<file path="src/sv/stt_pkg.sv">
// Shared types, codes and character helpers for the source text tokenizer.
`timescale 1ns / 1ps

package stt_pkg;

    // Record kinds on the result channel.
    localparam logic [1:0] KIND_BYTE = 2'd0;
    localparam logic [1:0] KIND_END  = 2'd1;
    localparam logic [1:0] KIND_EOS  = 2'd2;

    // Token types reported in end records.
    localparam logic [2:0] TYPE_KEYWORD = 3'd0;
    localparam logic [2:0] TYPE_IDENT   = 3'd1;
    localparam logic [2:0] TYPE_NUMBER  = 3'd2;
    localparam logic [2:0] TYPE_STRING  = 3'd3;
    localparam logic [2:0] TYPE_OPER    = 3'd4;
    localparam logic [2:0] TYPE_PUNCT   = 3'd5;
    localparam logic [2:0] TYPE_UNKNOWN = 3'd6;

    // Keyword number for tokens that are not keywords.
    localparam logic [3:0] NO_KEYWORD = 4'd8;

    // Scanner modes.
    localparam logic [2:0] MODE_IDLE    = 3'd0;
    localparam logic [2:0] MODE_STRING  = 3'd1;
    localparam logic [2:0] MODE_NUMBER  = 3'd2;
    localparam logic [2:0] MODE_IDENT   = 3'd3;
    localparam logic [2:0] MODE_OPER    = 3'd4;
    localparam logic [2:0] MODE_STOPPED = 3'd5;

    // Characters with a meaning of their own.
    localparam logic [7:0] CH_NUL   = 8'h00;
    localparam logic [7:0] CH_QUOTE = 8'h22;
    localparam logic [7:0] CH_DOT   = 8'h2E;
    localparam logic [7:0] CH_EQ    = 8'h3D;

    // Most records that one item can cause.
    localparam int MAX_RECORDS = 4;

    // Keywords, left-aligned with the first character in the top byte.
    localparam logic [63:0] KW_WORDS [8] = '{
        {"tam",     40'h0},
        {"kesir",   24'h0},
        {"metin",   24'h0},
        {"yazdir",  16'h0},
        {"oku",     40'h0},
        {"eger",    32'h0},
        {"degilse",  8'h0},
        {"dongu",   24'h0}
    };
    localparam logic [2:0] KW_LEN [8] = '{
        3'd3, 3'd5, 3'd5, 3'd6, 3'd3, 3'd4, 3'd7, 3'd5
    };

    // One result record; last_of_run is added on the way out.
    typedef struct packed {
        logic [1:0]  kind;
        logic [7:0]  tbyte;
        logic [2:0]  token_type;
        logic [3:0]  keyword_number;
        logic [15:0] token_length;
    } stt_rec_t;

    // All records caused by one item, in order.
    typedef struct packed {
        logic [2:0]                     count;
        stt_rec_t [MAX_RECORDS-1:0]     recs;
    } stt_group_t;

    // An optional token end record.
    typedef struct packed {
        logic     valid;
        stt_rec_t rec;
    } stt_end_t;

    function automatic logic [7:0] kw_char(input logic [2:0] k, input logic [2:0] i);
        logic [63:0] w;
        w = KW_WORDS[k];
        return w[{3'd7 - i, 3'd0} +: 8];
    endfunction

    function automatic logic is_digit(input logic [7:0] b);
        return (b >= 8'h30) && (b <= 8'h39);
    endfunction

    function automatic logic is_alpha(input logic [7:0] b);
        return ((b >= 8'h61) && (b <= 8'h7A)) || ((b >= 8'h41) && (b <= 8'h5A));
    endfunction

    function automatic logic is_space(input logic [7:0] b);
        return (b == 8'h20) || ((b >= 8'h09) && (b <= 8'h0D));
    endfunction

    // Operators that may take a trailing '='.
    function automatic logic is_oper2(input logic [7:0] b);
        return (b == 8'h3D) || (b == 8'h21) || (b == 8'h3C) || (b == 8'h3E);
    endfunction

    // Single-byte operators.
    function automatic logic is_oper1(input logic [7:0] b);
        return (b == 8'h2B) || (b == 8'h2D) || (b == 8'h2A) || (b == 8'h2F);
    endfunction

    function automatic logic is_punct(input logic [7:0] b);
        return (b == 8'h3B) || (b == 8'h7B) || (b == 8'h7D) || (b == 8'h28)
            || (b == 8'h29);
    endfunction

    function automatic stt_rec_t byte_rec(input logic [7:0] b);
        stt_rec_t r;
        r = '0;
        r.kind  = KIND_BYTE;
        r.tbyte = b;
        return r;
    endfunction

    function automatic stt_rec_t short_end_rec(input logic [2:0] t);
        stt_rec_t r;
        r = '0;
        r.kind           = KIND_END;
        r.token_type     = t;
        r.keyword_number = NO_KEYWORD;
        r.token_length   = 16'd1;
        return r;
    endfunction

    function automatic stt_rec_t eos_rec();
        stt_rec_t r;
        r = '0;
        r.kind = KIND_EOS;
        return r;
    endfunction

endpackage

</file>
<file path="src/sv/stt_src_if.sv">
// Channel that carries source text bytes into the tokenizer.
`timescale 1ns / 1ps

interface stt_src_if;
    logic       valid;
    logic       ready;
    logic [7:0] source_byte;
    logic       end_of_source;

    modport source (output valid, output source_byte, output end_of_source, input ready);
    modport sink   (input valid, input source_byte, input end_of_source, output ready);
endinterface

</file>
<file path="src/sv/stt_rec_if.sv">
// Channel that carries token records out of the tokenizer.
`timescale 1ns / 1ps

interface stt_rec_if;
    logic        valid;
    logic        ready;
    logic [1:0]  record_kind;
    logic [7:0]  token_byte;
    logic [2:0]  token_type;
    logic [3:0]  keyword_number;
    logic [15:0] token_length;
    logic        last_of_run;

    modport source (output valid, output record_kind, output token_byte, output token_type,
                    output keyword_number, output token_length, output last_of_run,
                    input ready);
    modport sink   (input valid, input record_kind, input token_byte, input token_type,
                    input keyword_number, input token_length, input last_of_run,
                    output ready);
endinterface

</file>
<file path="src/sv/source_text_tokenizer.sv">
// Top level of the streaming source text tokenizer.
`timescale 1ns / 1ps

// Takes one source byte per item and streams token records: each token byte
// as it arrives, then an end record with type, keyword number and length.
// A byte is registered, classified combinationally against the scanner state
// and its records are loaded into the result register together. Records leave
// one a cycle while the receiver is ready, so a byte inside a token or
// whitespace goes at one byte per cycle, while a byte that closes one token and
// opens another causes two to four records. The result register takes the next
// item's records as the last one of the previous item leaves. Token lengths
// saturate at 2^LENGTH_BITS-1 and are reported capped at 65535.
module source_text_tokenizer #(
    parameter int LENGTH_BITS = 16
) (
    input  logic      clk,
    input  logic      rst_n,
    stt_src_if.sink   text,
    stt_rec_if.source tokens
);
    import stt_pkg::*;

    logic       can_load;
    logic       push;
    stt_group_t group;

    stt_lexer_core #(
        .LENGTH_BITS (LENGTH_BITS)
    ) u_core (
        .clk      (clk),
        .rst_n    (rst_n),
        .text     (text),
        .can_load (can_load),
        .push     (push),
        .group    (group)
    );

    stt_record_serializer u_ser (
        .clk      (clk),
        .rst_n    (rst_n),
        .push     (push),
        .group    (group),
        .can_load (can_load),
        .tokens   (tokens)
    );

endmodule

</file>
<file path="src/sv/stt_lexer_core.sv">
// Input register, scanner state and the per-byte record builder.
`timescale 1ns / 1ps

module stt_lexer_core #(
    parameter int LENGTH_BITS = 16
) (
    input  logic               clk,
    input  logic               rst_n,
    stt_src_if.sink            text,
    input  logic               can_load,
    output logic               push,
    output stt_pkg::stt_group_t group
);
    import stt_pkg::*;

    localparam logic [LENGTH_BITS-1:0] CNT_MAX = '1;

    // Input register.
    logic                   in_valid_reg;
    logic [7:0]             in_byte_reg;
    logic                   in_eos_reg;

    // Scanner state.
    logic [2:0]             mode_reg;
    logic [2:0]             mode_next;
    logic [7:0]             mask_reg;
    logic [7:0]             mask_next;
    logic [LENGTH_BITS-1:0] cnt_reg;
    logic [LENGTH_BITS-1:0] cnt_next;

    logic [2:0]             n_v;
    stt_rec_t [MAX_RECORDS-1:0] recs_v;
    logic                   start_v;
    stt_end_t               ender;
    logic                   advance;
    logic [7:0]             b;

    // Length saturates at the counter maximum and again at 16 bits.
    function automatic logic [15:0] report_len(input logic [LENGTH_BITS-1:0] c);
        logic [31:0] w;
        w = 32'(c);
        return (w > 32'h0000_FFFF) ? 16'hFFFF : w[15:0];
    endfunction

    function automatic logic [LENGTH_BITS-1:0] bump(input logic [LENGTH_BITS-1:0] c);
        return (c == CNT_MAX) ? c : c + 1'b1;
    endfunction

    // Drop each keyword whose character at this position differs.
    function automatic logic [7:0] match_mask(input logic [7:0] mask,
                                              input logic [LENGTH_BITS-1:0] c,
                                              input logic [7:0] ch);
        logic [7:0] m;
        m = mask;
        for (int k = 0; k < 8; k++) begin
            if (!((c < LENGTH_BITS'(KW_LEN[k])) && (kw_char(3'(k), c[2:0]) == ch))) begin
                m[k] = 1'b0;
            end
        end
        return m;
    endfunction

    // End record for the token open in the given mode, if any.
    function automatic stt_end_t end_rec(input logic [2:0] mode,
                                         input logic [7:0] mask,
                                         input logic [LENGTH_BITS-1:0] c);
        stt_end_t e;
        logic     found;
        e     = '0;
        found = 1'b0;
        e.rec.kind           = KIND_END;
        e.rec.keyword_number = NO_KEYWORD;
        e.rec.token_length   = report_len(c);
        case (mode)
            MODE_STRING:
            begin
                e.valid          = 1'b1;
                e.rec.token_type = TYPE_STRING;
            end
            MODE_NUMBER:
            begin
                e.valid          = 1'b1;
                e.rec.token_type = TYPE_NUMBER;
            end
            MODE_OPER:
            begin
                e.valid          = 1'b1;
                e.rec.token_type = TYPE_OPER;
            end
            MODE_IDENT:
            begin
                e.valid          = 1'b1;
                e.rec.token_type = TYPE_IDENT;
                for (int k = 0; k < 8; k++) begin
                    if (!found && mask[k] && (c == LENGTH_BITS'(KW_LEN[k]))) begin
                        found                = 1'b1;
                        e.rec.token_type     = TYPE_KEYWORD;
                        e.rec.keyword_number = 4'(k);
                    end
                end
            end
            default:
            begin
                e.valid = 1'b0;
            end
        endcase
        return e;
    endfunction

    assign b = in_byte_reg;

    // Build the records for the registered byte and the next scanner state.
    always_comb
    begin
        mode_next = mode_reg;
        mask_next = mask_reg;
        cnt_next  = cnt_reg;
        n_v       = 3'd0;
        recs_v    = '0;
        start_v   = 1'b0;
        ender     = '0;

        // Continue or close the open token.
        case (mode_reg)
            MODE_STRING:
            begin
                if ((b == CH_QUOTE) || (b == CH_NUL))
                begin
                    ender = end_rec(mode_next, mask_next, cnt_next);
                    recs_v[n_v[1:0]] = ender.rec;
                    n_v = n_v + 3'd1;
                    mode_next = MODE_IDLE;
                end
                else
                begin
                    recs_v[n_v[1:0]] = byte_rec(b);
                    n_v = n_v + 3'd1;
                    cnt_next = bump(cnt_next);
                end
            end
            MODE_NUMBER:
            begin
                if (is_digit(b) || (b == CH_DOT))
                begin
                    recs_v[n_v[1:0]] = byte_rec(b);
                    n_v = n_v + 3'd1;
                    cnt_next = bump(cnt_next);
                end
                else
                begin
                    ender = end_rec(mode_next, mask_next, cnt_next);
                    recs_v[n_v[1:0]] = ender.rec;
                    n_v = n_v + 3'd1;
                    mode_next = MODE_IDLE;
                    start_v = 1'b1;
                end
            end
            MODE_IDENT:
            begin
                if (is_alpha(b) || is_digit(b))
                begin
                    mask_next = match_mask(mask_next, cnt_next, b);
                    recs_v[n_v[1:0]] = byte_rec(b);
                    n_v = n_v + 3'd1;
                    cnt_next = bump(cnt_next);
                end
                else
                begin
                    ender = end_rec(mode_next, mask_next, cnt_next);
                    recs_v[n_v[1:0]] = ender.rec;
                    n_v = n_v + 3'd1;
                    mode_next = MODE_IDLE;
                    start_v = 1'b1;
                end
            end
            MODE_OPER:
            begin
                if (b == CH_EQ)
                begin
                    recs_v[n_v[1:0]] = byte_rec(b);
                    n_v = n_v + 3'd1;
                    cnt_next = bump(cnt_next);
                    ender = end_rec(mode_next, mask_next, cnt_next);
                    recs_v[n_v[1:0]] = ender.rec;
                    n_v = n_v + 3'd1;
                    mode_next = MODE_IDLE;
                end
                else
                begin
                    ender = end_rec(mode_next, mask_next, cnt_next);
                    recs_v[n_v[1:0]] = ender.rec;
                    n_v = n_v + 3'd1;
                    mode_next = MODE_IDLE;
                    start_v = 1'b1;
                end
            end
            MODE_STOPPED:
            begin
                start_v = 1'b0;
            end
            default:
            begin
                mode_next = MODE_IDLE;
                start_v   = 1'b1;
            end
        endcase

        // Open a new token with this byte.
        if (start_v)
        begin
            cnt_next = '0;
            if (is_space(b))
            begin
                mode_next = MODE_IDLE;
            end
            else if (b == CH_NUL)
            begin
                recs_v[n_v[1:0]] = eos_rec();
                n_v = n_v + 3'd1;
                mode_next = MODE_STOPPED;
            end
            else if (b == CH_QUOTE)
            begin
                mode_next = MODE_STRING;
            end
            else if (is_digit(b))
            begin
                mode_next = MODE_NUMBER;
                recs_v[n_v[1:0]] = byte_rec(b);
                n_v = n_v + 3'd1;
                cnt_next = bump(cnt_next);
            end
            else if (is_alpha(b))
            begin
                mode_next = MODE_IDENT;
                mask_next = match_mask(8'hFF, cnt_next, b);
                recs_v[n_v[1:0]] = byte_rec(b);
                n_v = n_v + 3'd1;
                cnt_next = bump(cnt_next);
            end
            else if (is_oper2(b))
            begin
                mode_next = MODE_OPER;
                recs_v[n_v[1:0]] = byte_rec(b);
                n_v = n_v + 3'd1;
                cnt_next = bump(cnt_next);
            end
            else
            begin
                recs_v[n_v[1:0]] = byte_rec(b);
                n_v = n_v + 3'd1;
                if (is_oper1(b))
                begin
                    recs_v[n_v[1:0]] = short_end_rec(TYPE_OPER);
                end
                else if (is_punct(b))
                begin
                    recs_v[n_v[1:0]] = short_end_rec(TYPE_PUNCT);
                end
                else
                begin
                    recs_v[n_v[1:0]] = short_end_rec(TYPE_UNKNOWN);
                end
                n_v = n_v + 3'd1;
            end
        end

        // The final byte flushes the open token and ends the stream.
        if (in_eos_reg)
        begin
            if (mode_next != MODE_STOPPED)
            begin
                ender = end_rec(mode_next, mask_next, cnt_next);
                if (ender.valid)
                begin
                    recs_v[n_v[1:0]] = ender.rec;
                    n_v = n_v + 3'd1;
                end
                recs_v[n_v[1:0]] = eos_rec();
                n_v = n_v + 3'd1;
            end
            mode_next = MODE_IDLE;
            cnt_next  = '0;
        end
    end

    // An item moves on when it leaves no records or the output stage can take them.
    assign advance     = in_valid_reg && ((n_v == 3'd0) || can_load);
    assign push        = advance && (n_v != 3'd0);
    assign group.count = n_v;
    assign group.recs  = recs_v;
    assign text.ready  = !in_valid_reg || advance;

    // Input register control.
    always_ff @(posedge clk or negedge rst_n)
    begin
        if (!rst_n)
        begin
            in_valid_reg <= 1'b0;
        end
        else if (text.valid && text.ready)
        begin
            in_valid_reg <= 1'b1;
        end
        else if (advance)
        begin
            in_valid_reg <= 1'b0;
        end
    end

    // Input register payload.
    always_ff @(posedge clk)
    begin
        if (text.valid && text.ready)
        begin
            in_byte_reg <= text.source_byte;
            in_eos_reg  <= text.end_of_source;
        end
    end

    // Scanner state update.
    always_ff @(posedge clk or negedge rst_n)
    begin
        if (!rst_n)
        begin
            mode_reg <= MODE_IDLE;
            mask_reg <= 8'hFF;
            cnt_reg  <= '0;
        end
        else if (advance)
        begin
            mode_reg <= mode_next;
            mask_reg <= mask_next;
            cnt_reg  <= cnt_next;
        end
    end

endmodule

</file>
<file path="src/sv/stt_record_serializer.sv">
// Result register that holds one item's records and hands them out one a cycle while the receiver is ready.
`timescale 1ns / 1ps

module stt_record_serializer (
    input  logic                clk,
    input  logic                rst_n,
    input  logic                push,
    input  stt_pkg::stt_group_t group,
    output logic                can_load,
    stt_rec_if.source           tokens
);
    import stt_pkg::*;

    logic       full_reg;
    stt_group_t grp_reg;
    logic [1:0] pos_reg;
    logic       last;
    logic       pop;
    stt_rec_t   cur;

    // Record on show and whether it closes the run.
    assign cur      = grp_reg.recs[pos_reg];
    assign last     = ((3'(pos_reg) + 3'd1) == grp_reg.count);
    assign pop      = full_reg && tokens.ready;
    assign can_load = !full_reg || (pop && last);

    assign tokens.valid          = full_reg;
    assign tokens.record_kind    = cur.kind;
    assign tokens.token_byte     = cur.tbyte;
    assign tokens.token_type     = cur.token_type;
    assign tokens.keyword_number = cur.keyword_number;
    assign tokens.token_length   = cur.token_length;
    assign tokens.last_of_run    = last;

    // Occupancy and read position.
    always_ff @(posedge clk or negedge rst_n)
    begin
        if (!rst_n)
        begin
            full_reg <= 1'b0;
            pos_reg  <= 2'd0;
        end
        else if (push)
        begin
            full_reg <= 1'b1;
            pos_reg  <= 2'd0;
        end
        else if (pop)
        begin
            if (last)
            begin
                full_reg <= 1'b0;
                pos_reg  <= 2'd0;
            end
            else
            begin
                pos_reg <= pos_reg + 2'd1;
            end
        end
    end

    // Record group payload.
    always_ff @(posedge clk)
    begin
        if (push)
        begin
            grp_reg <= group;
        end
    end

    // The read position stays inside the held group.
    a_pos_in_group: assert property (@(posedge clk) disable iff (!rst_n)
        full_reg |-> (3'(pos_reg) < grp_reg.count))
        else $error("read position beyond held records");

    // A loaded group is shown from its first record.
    a_load_starts: assert property (@(posedge clk) disable iff (!rst_n)
        push |=> (full_reg && (pos_reg == 2'd0)))
        else $error("loaded group not shown from its first record");

    // End of stream always closes the run of records.
    a_eos_last: assert property (@(posedge clk) disable iff (!rst_n)
        (full_reg && (cur.kind == KIND_EOS)) |-> last)
        else $error("end of stream record is not the last of its run");

    // A new group is only loaded when the previous one is done.
    a_no_overwrite: assert property (@(posedge clk) disable iff (!rst_n)
        push |-> can_load)
        else $error("group loaded over unfinished records");

endmodule
</file>
<file path="src/flat_wrapper.sv">
// flat-port wrapper written by rule: the top's interface ports become plain ports
module source_text_tokenizer_flat import stt_pkg::*;
#(
    parameter int LENGTH_BITS = 16
)
  (clk, rst_n, text_valid, text_source_byte, text_end_of_source, text_ready, tokens_valid, tokens_record_kind, tokens_token_byte, tokens_token_type, tokens_keyword_number, tokens_token_length, tokens_last_of_run, tokens_ready);
  stt_src_if text_i ();
  stt_rec_if tokens_i ();
  input  logic clk;
  input  logic rst_n;
  input wire logic [$bits(text_i.valid)-1:0] text_valid;
  input wire logic [$bits(text_i.source_byte)-1:0] text_source_byte;
  input wire logic [$bits(text_i.end_of_source)-1:0] text_end_of_source;
  output wire logic [$bits(text_i.ready)-1:0] text_ready;
  output wire logic [$bits(tokens_i.valid)-1:0] tokens_valid;
  output wire logic [$bits(tokens_i.record_kind)-1:0] tokens_record_kind;
  output wire logic [$bits(tokens_i.token_byte)-1:0] tokens_token_byte;
  output wire logic [$bits(tokens_i.token_type)-1:0] tokens_token_type;
  output wire logic [$bits(tokens_i.keyword_number)-1:0] tokens_keyword_number;
  output wire logic [$bits(tokens_i.token_length)-1:0] tokens_token_length;
  output wire logic [$bits(tokens_i.last_of_run)-1:0] tokens_last_of_run;
  input wire logic [$bits(tokens_i.ready)-1:0] tokens_ready;
  assign text_i.valid = text_valid;
  assign text_i.source_byte = text_source_byte;
  assign text_i.end_of_source = text_end_of_source;
  assign text_ready = text_i.ready;
  assign tokens_valid = tokens_i.valid;
  assign tokens_record_kind = tokens_i.record_kind;
  assign tokens_token_byte = tokens_i.token_byte;
  assign tokens_token_type = tokens_i.token_type;
  assign tokens_keyword_number = tokens_i.keyword_number;
  assign tokens_token_length = tokens_i.token_length;
  assign tokens_last_of_run = tokens_i.last_of_run;
  assign tokens_i.ready = tokens_ready;
  source_text_tokenizer #(.LENGTH_BITS(LENGTH_BITS)) u_core (.clk(clk), .rst_n(rst_n), .text(text_i), .tokens(tokens_i));
endmodule
</file>
<file path="config.mk">
export PLATFORM = sky130hd
export DESIGN_NAME = source_text_tokenizer_flat
export DESIGN_NICKNAME = d
export VERILOG_FILES = /design/src/sv/stt_pkg.sv /design/src/sv/stt_src_if.sv /design/src/sv/stt_rec_if.sv /design/src/sv/source_text_tokenizer.sv /design/src/sv/stt_lexer_core.sv /design/src/sv/stt_record_serializer.sv /design/src/flat_wrapper.sv
export SDC_FILE = /design/constraint.sdc
export NUM_CORES = 1
export LEC_CHECK = 0
export BUFFER_PORTS_ARGS = -buffer_cell sky130_fd_sc_hd__buf_4
export CORE_MARGIN = 5
export CORE_UTILIZATION = 46
export CTS_BUF_LIST = sky130_fd_sc_hd__clkbuf_4 sky130_fd_sc_hd__clkbuf_8
export DETAILED_ROUTE_END_ITERATION = 6
export HOLD_SLACK_MARGIN = 0.03
export SETUP_SLACK_MARGIN = 0.1
export SLEW_MARGIN = 5
export SYNTH_ARGS = -nofsm -noshare
export SYNTH_HDL_FRONTEND = slang
export SYNTH_HIERARCHICAL = 1
export SYNTH_SLANG_ARGS = --single-unit
</file>
<file path="constraint.sdc">
create_clock -name clk -period 9.77 [get_ports clk]
set_input_delay 1.954 -clock clk [delete_from_list [all_inputs] [get_ports clk]]
set_output_delay 1.954 -clock clk [all_outputs]
set_load 0.03 [all_outputs]
</file>
* Word level (Yosys, flattened, before mapping)
Index checks and enable logic that the tools add are counted.
** Word-level totals
- Output and inout port bits :: 36
- Input bits :: 13
- Bits in read-only memories :: 0
- Flip-flop bits (word level) :: 175
- Memory bits (writable) :: 0
- Memories kept :: 0
- Latch bits :: 0
- Word-level logic and storage cells :: 476
** Cells by class
- Magnitude comparators :: 22
- $add $sub $neg :: 8
- Shifts and indexed selects :: 8
- Multiply operators :: 0
- Muxes and demuxes :: 219
- Bitwise logic cells :: 15
- Reductions and logical operators :: 117
- Div/mod/pow operators :: 0
- Equality and inequality tests :: 58
** Operators with widths (count)
- two-way mux 132 bit :: 14
- indexed part select 64 x 7 -> 8 bit (first input constant) :: 8
- bitwise mux 132 bit :: 2
- demux 33 bit (select 2 bit) :: 4
- NOT 128 bit :: 2
- AND 112 bit :: 2
- NOT 112 bit :: 2
- two-way mux 33 bit :: 6
- == test 16 x 3 -> 1 bit (second input constant) :: 12
- two-way mux 32 bit :: 5
- case mux 33 bit (4 select lines) :: 1
- AND 128 bit :: 1
- AND 64 x 128 -> 128 bit :: 1
- AND 116 bit :: 1
- NOT 116 bit :: 1
- == test 8 x 6 -> 1 bit (second input constant) :: 14
- two-way mux 16 bit :: 7
- two-way mux 1 bit :: 109
- two-way mux 7 bit :: 14
- two-way mux 3 bit :: 25
- binary-select mux 33 bit (select 2 bit) :: 1
- logical AND 1 bit :: 66
- == test 8 bit :: 8
- < comparator 16 x 3 -> 1 bit (second input constant) :: 4
- other kinds (45) :: 137

* Longest topological paths before layout
- Depth in word-level cells :: 75
- Mapped depth :: 19
- Gate-level depth less buffers :: 16

* Modules after synthesis
Netlist, hierarchy kept.
** By module, submodules not included
- stt_lexer_core :: sequential area each 980.9 um^2, instances 1, cells an instance 921, area an instance 6258.5 um^2
- stt_record_serializer :: sequential area each 4129.0 um^2, instances 1, cells an instance 195, area an instance 5081.1 um^2

* Worst setup path before layout
No wires, ideal clock.
- Path kind :: reg2reg
- Start point :: register u_core.u_core.in_byte_reg[0] (netlist: u_core/u_core/b[0])
- End point :: register u_core/u_ser/grp_reg[0] (netlist name), enable pin
- Setup time :: 0.513 ns
- Required time :: 9.257 ns
- Slack :: 2.661 ns
- Buffers on the path :: 1
- Period minus slack after synthesis :: 7.109 ns
- Arrival time :: 6.596 ns
- Cell stages (with the launch flop) :: 17
- Cells stage by stage :: edfxtp_1 buf_2 or3_4 o221ai_2 nand3_1 a21oi_1 nand2_1 xor2_2 inv_1 ha_1 nand2_1 o21ai_0 ha_1 nand2b_1 mux2i_1 or3_1 and3_1
** RTL lines
- start: declaration :: RTL line stt_lexer_core.sv:20 : logic [7:0] in_byte_reg;
- start signal: assignment :: RTL line stt_lexer_core.sv:316 : in_byte_reg <= text.source_byte;
- end signal: assignment :: RTL line stt_record_serializer.sv:67 : grp_reg <= group;
- end: declaration :: RTL line stt_record_serializer.sv:15 : stt_group_t grp_reg;

==> results.txt <==
----------------------------------------------------
[Outcome]
  Result of the run ... finished, final reports clean

[Global routing]
  First-pass GRT wire length ... 48.4 mm
  Via count of the first global-routing pass ... 8347
  Largest net degree at the start of global routing ... 77
  Antenna violations before repair ... 0
  Global router's overall resource usage ... 21.7%
  Remaining global-route overflow ... 0

[Floorplanning]
  Number of placed I/O pins ... 49
  Area of the core ... 0.0243 mm^2
  Chip width ... 167 um
  Die Ht ... 167 um
  Die Outline Area ... 0.0279 mm^2
  Starting density of the core ... 46.6%
  Placement row count ... 57

[Drt]
  Total length of routed wires ... 30.2 mm
  Detailed router's first-iteration violation count ... 747
  Count of antenna-violating nets left after detailed routing ... 0
  Number of remaining DRC errors ... 0
  Via density per instance ... 6.01
  Total number of vias ... 8718
  Router iterations before antenna repair ... 5
  Detailed-route wire length per cell ... 20.8 um

[Final layout]
  Non-Filler Cell Area, Final ... 0.0122 mm^2
  Post-layout net count ... 1145
  Filler Cells Inserted ... 2297
  Most common cell after layout, fill and taps aside ... nor2_1
  Synth-to-Final Area Change ... 7.41%
  Most frequent cells in the layout ... 155 x nor2_1, 144 x edfxtp_1, 89 x nand2_1, 61 x buf_4, 55 x a21oi_1
  Flip-flop count of the largest register, all copies and words added ... 135
  Share of post-route cells with drive strength above 1 ... 15.4%
  Number of antenna repair diodes ... 0

[Pwr]
  Internal power consumption ... 2.35 mW
  Sequential share of power ... 34.2%
  Largest voltage drop on the vdd net ... 250 uV
  Gate power share ... 54.2%
  Power per cell area ... 361 mW/mm^2
  Total net switching power ... 2.05 mW
  Leak pwr ... 4.39 nW
  Switching Share ... 46.5%
  Share of power burned in the clock network ... 11.6%

[STA]
  Unrepaired setup endpoints after global routing ... false
  Hold violation total from the final report ... 0
  Transition time at the pin with the least slew margin ... 1040 ps
  Max Transition Viols Final ... 0
  Fin Clk Skew ... 16.0 ps
  Peak clock frequency supported by timing ... 141 MHz
  Slew headroom ... 30.6%
  Total negative slack for setup checks ... 0 ps
  Setup-violating endpoint count in the final report ... 0
  Final period utilization ... 72.6%
  Clock period minus final worst setup slack ... 7090 ps

[Synthesis]
  Post-synthesis sequential area ratio ... 45.1%
  Fraction of the mapped netlist area in compound gates ... 14.2%
  Number of warnings printed during yosys synthesis ... 6
  Cell count after synthesis ... 1116
  Largest family of logic cells by synthesized area ... simple AND/OR/NAND/NOR gates
  Synthesized area ... 0.0113 mm^2
  Adder-cell share of the synthesized area ... 1.99%
  Post-synthesis cell type with the largest combined area ... edfxtp_1
  Count of flip-flops with a built-in enable after synthesis ... 144
  Simple-gate portion of the synthesized area ... 20.4%
  Count of distinct cell types in the synthesized netlist ... 95
  Fraction of registers with async set or reset after synthesis ... 17.7%
  Post-synthesis register bit count ... 175
  Synth Area per Inst ... 10.2 um^2
  Proportion of synthesized area in mux cells ... 9.36%
  Xor/xnor share of the synthesized area ... 3.77%
  Top cells by area in the synthesized netlist ... edfxtp_1 38%, mux4_2 5.2%, nor2_1 5.1%, dfrtp_1 5.1%, nand2_1 2.9%
  Yosys top cell area share ... 38.1%
  Post-synth top flop ... edfxtp_1

[Clocking]
  Clock Tree Buf Depth ... 2
  Depth of the CTS H-tree ... 4
  CTS hold repair buffers ... 0
  Clock latency on the worst-skew pair ... 470 ps
  Cell at the root of the clock tree ... clkbuf_8
  CTS Sinks ... 175
  Clock tree from TritonCTS ... done
  Clock-pin slew on the worst setup and hold paths ... 110 ps
  Postcts setup bufs ... 0
  TritonCTS Buffers ... 17
  PostCTS Resize Cnt ... 0

[Critical path]
  Cells along the critical path ... or3_4 -> o221ai_2 -> nand3_1 -> a21oi_1 -> a2bb2oi_1 -> nor2_1 -> o21ai_1 -> o21ai_0 -> ha_1 -> nand2b_1 -> mux2i_1 -> or3_1 -> nand3b_1 -> buf_4
  Depth of the worst register-to-register path ... 14
  Type of the worst setup path ... reg2out
  Kind of start point of the critical path ... register
  Reg2reg start ... u_core/u_core/b[0]$_DFFE_PP_
  Maximum cell stage delay along the critical path ... 800 ps
  Critical Path Fanout Max ... 27
  Endpoint arrival time on the critical path ... 5140 ps
  Setup slack of the worst register-to-register path ... 3340 ps
  Cell with the biggest individual delay on the critical path ... edfxtp_1
  CP Capture Type ... output pin
  Crit path required time ... 7820 ps
  Crit Reg-Reg Endpoint ... u_core/u_ser/grp_reg[112]$_DFFE_PP_

[Hold path]
  Worst Hold Depth ... 2
  Hold_sp ... u_core/u_core/mask_reg[4]$_DFFE_PN1P_
  Worst Hold End ... u_core/u_core/mask_reg[4]$_DFFE_PN1P_
  Min-Delay Path Class ... reg2reg

[Placed design]
  Number of buffer cells added on primary ports ... 48
  GPL Wtd Cong ... 0.965
  Detailed Place HPWL ... 21.3 mm
  Placed cell area ... 0.0118 mm^2

[Run]
  Max-cap viol count ... 0

----------------------------------------------------
[through the flow]
stage	hold slack (ps)	cells	power (mW)	utilization, %	setup WS (ps)
final	526	1451	4.40	50.1	2680
after global routing	534	1451	4.68	50.1	2230
after CTS	524	1451	4.43	50.1	2700
after detailed placement	506	1419	3.92	48.4	3240
after global placement	505	1419	3.89	48.4	3350
after floorplan	481	1131	3.27	-	2660
[logic make-up (layout without fill, tap and decap cells)]
logic type,count (synthesis),in the layout
AO/OA/AOI/OAI,228,228
XOR/XNOR,48,48
adder cells (fa/ha/maj),18,18
buffers and inverters,126,122
flip-flops,175,175
multiplexers,60,60
other,1,16
AND/OR/NAND/NOR,460,460
[power by group through the flow]
stage | registers (mW) | logic [mW] | clock network (mW)
floorplan | 1.47 | 1.80 | 0
global placement | 1.51 | 2.38 | 0
detailed placement | 1.53 | 2.39 | 0
CTS | 1.51 | 2.40 | 0.521
global route | 1.55 | 2.58 | 0.554
finish | 1.51 | 2.38 | 0.509
[Yosys cell counts (13+ instances only)]
master	number
nor3_1	32
buf_4	17
xnor2_1	28
clkbuf_1	49
nor2_1	155
buf_2	14
and2_1	22
nand2_1	89
edfxtp_1	144
ha_1	18
mux4_2	26
a21oi_1	55
o21ai_0	45
nand2b_1	15
nor2b_1	17
nand3_1	32
o31ai_1	17
a31oi_1	13
and3_1	14
inv_1	28
nand4_1	14
xor2_1	19
dfrtp_1	23
[final cells by class]
type,instances,area [um^2],share of cell area (%)
inverter,29,109,0.894
multi-input combinational,830,5700,46.8
tap,324,405,3.33
clock inverter,15,164,1.35
clock buffer,17,234,1.92
sequential,175,5110,42.0
timing repair buffer,61,458,3.76
[metal layers]
| metal | part of all wire, % | GRT usage [%] | up-vias |
|---|---|---|---|
| met5 | 0 | 0 | - |
| met4 | 1.9 | 5.98 | 0 |
| met2 | 44 | 32.6 | 297 |
| met3 | 5.5 | 2.70 | 37 |
| met1 | 48 | 33.1 | 4281 |
| li1 | - | - | 4103 |
[worst max-delay path: cells and delay by family (launching register included)]
family,cells,cell delay [ps]
multiplexers,1,320
AND/OR/NAND/NOR,6,1350
AO/OA/AOI/OAI,5,1710
flip-flops,1,800
buffers and inverters,1,190
adder cells (fa/ha/maj),1,280
[how the worst max path moves through the flow]
stage                                            start                                end  slack [ps]  cells after the start
after floorplan           u_core/u_core/b[0]$_DFFE_PP_  u_core/u_ser/grp_reg[0]$_DFFE_PP_        2660                     16
after global placement    u_core/u_core/b[0]$_DFFE_PP_                         text_ready        3350                     16
after detailed placement  u_core/u_core/b[0]$_DFFE_PP_                         text_ready        3240                     14
after CTS                 u_core/u_core/b[0]$_DFFE_PP_                         text_ready        2700                     14
after global routing      u_core/u_core/b[0]$_DFFE_PP_                         text_ready        2230                     16
final                     u_core/u_core/b[0]$_DFFE_PP_                         text_ready        2680                     14
No activity file was read; power rests on OpenSTA's default activity.
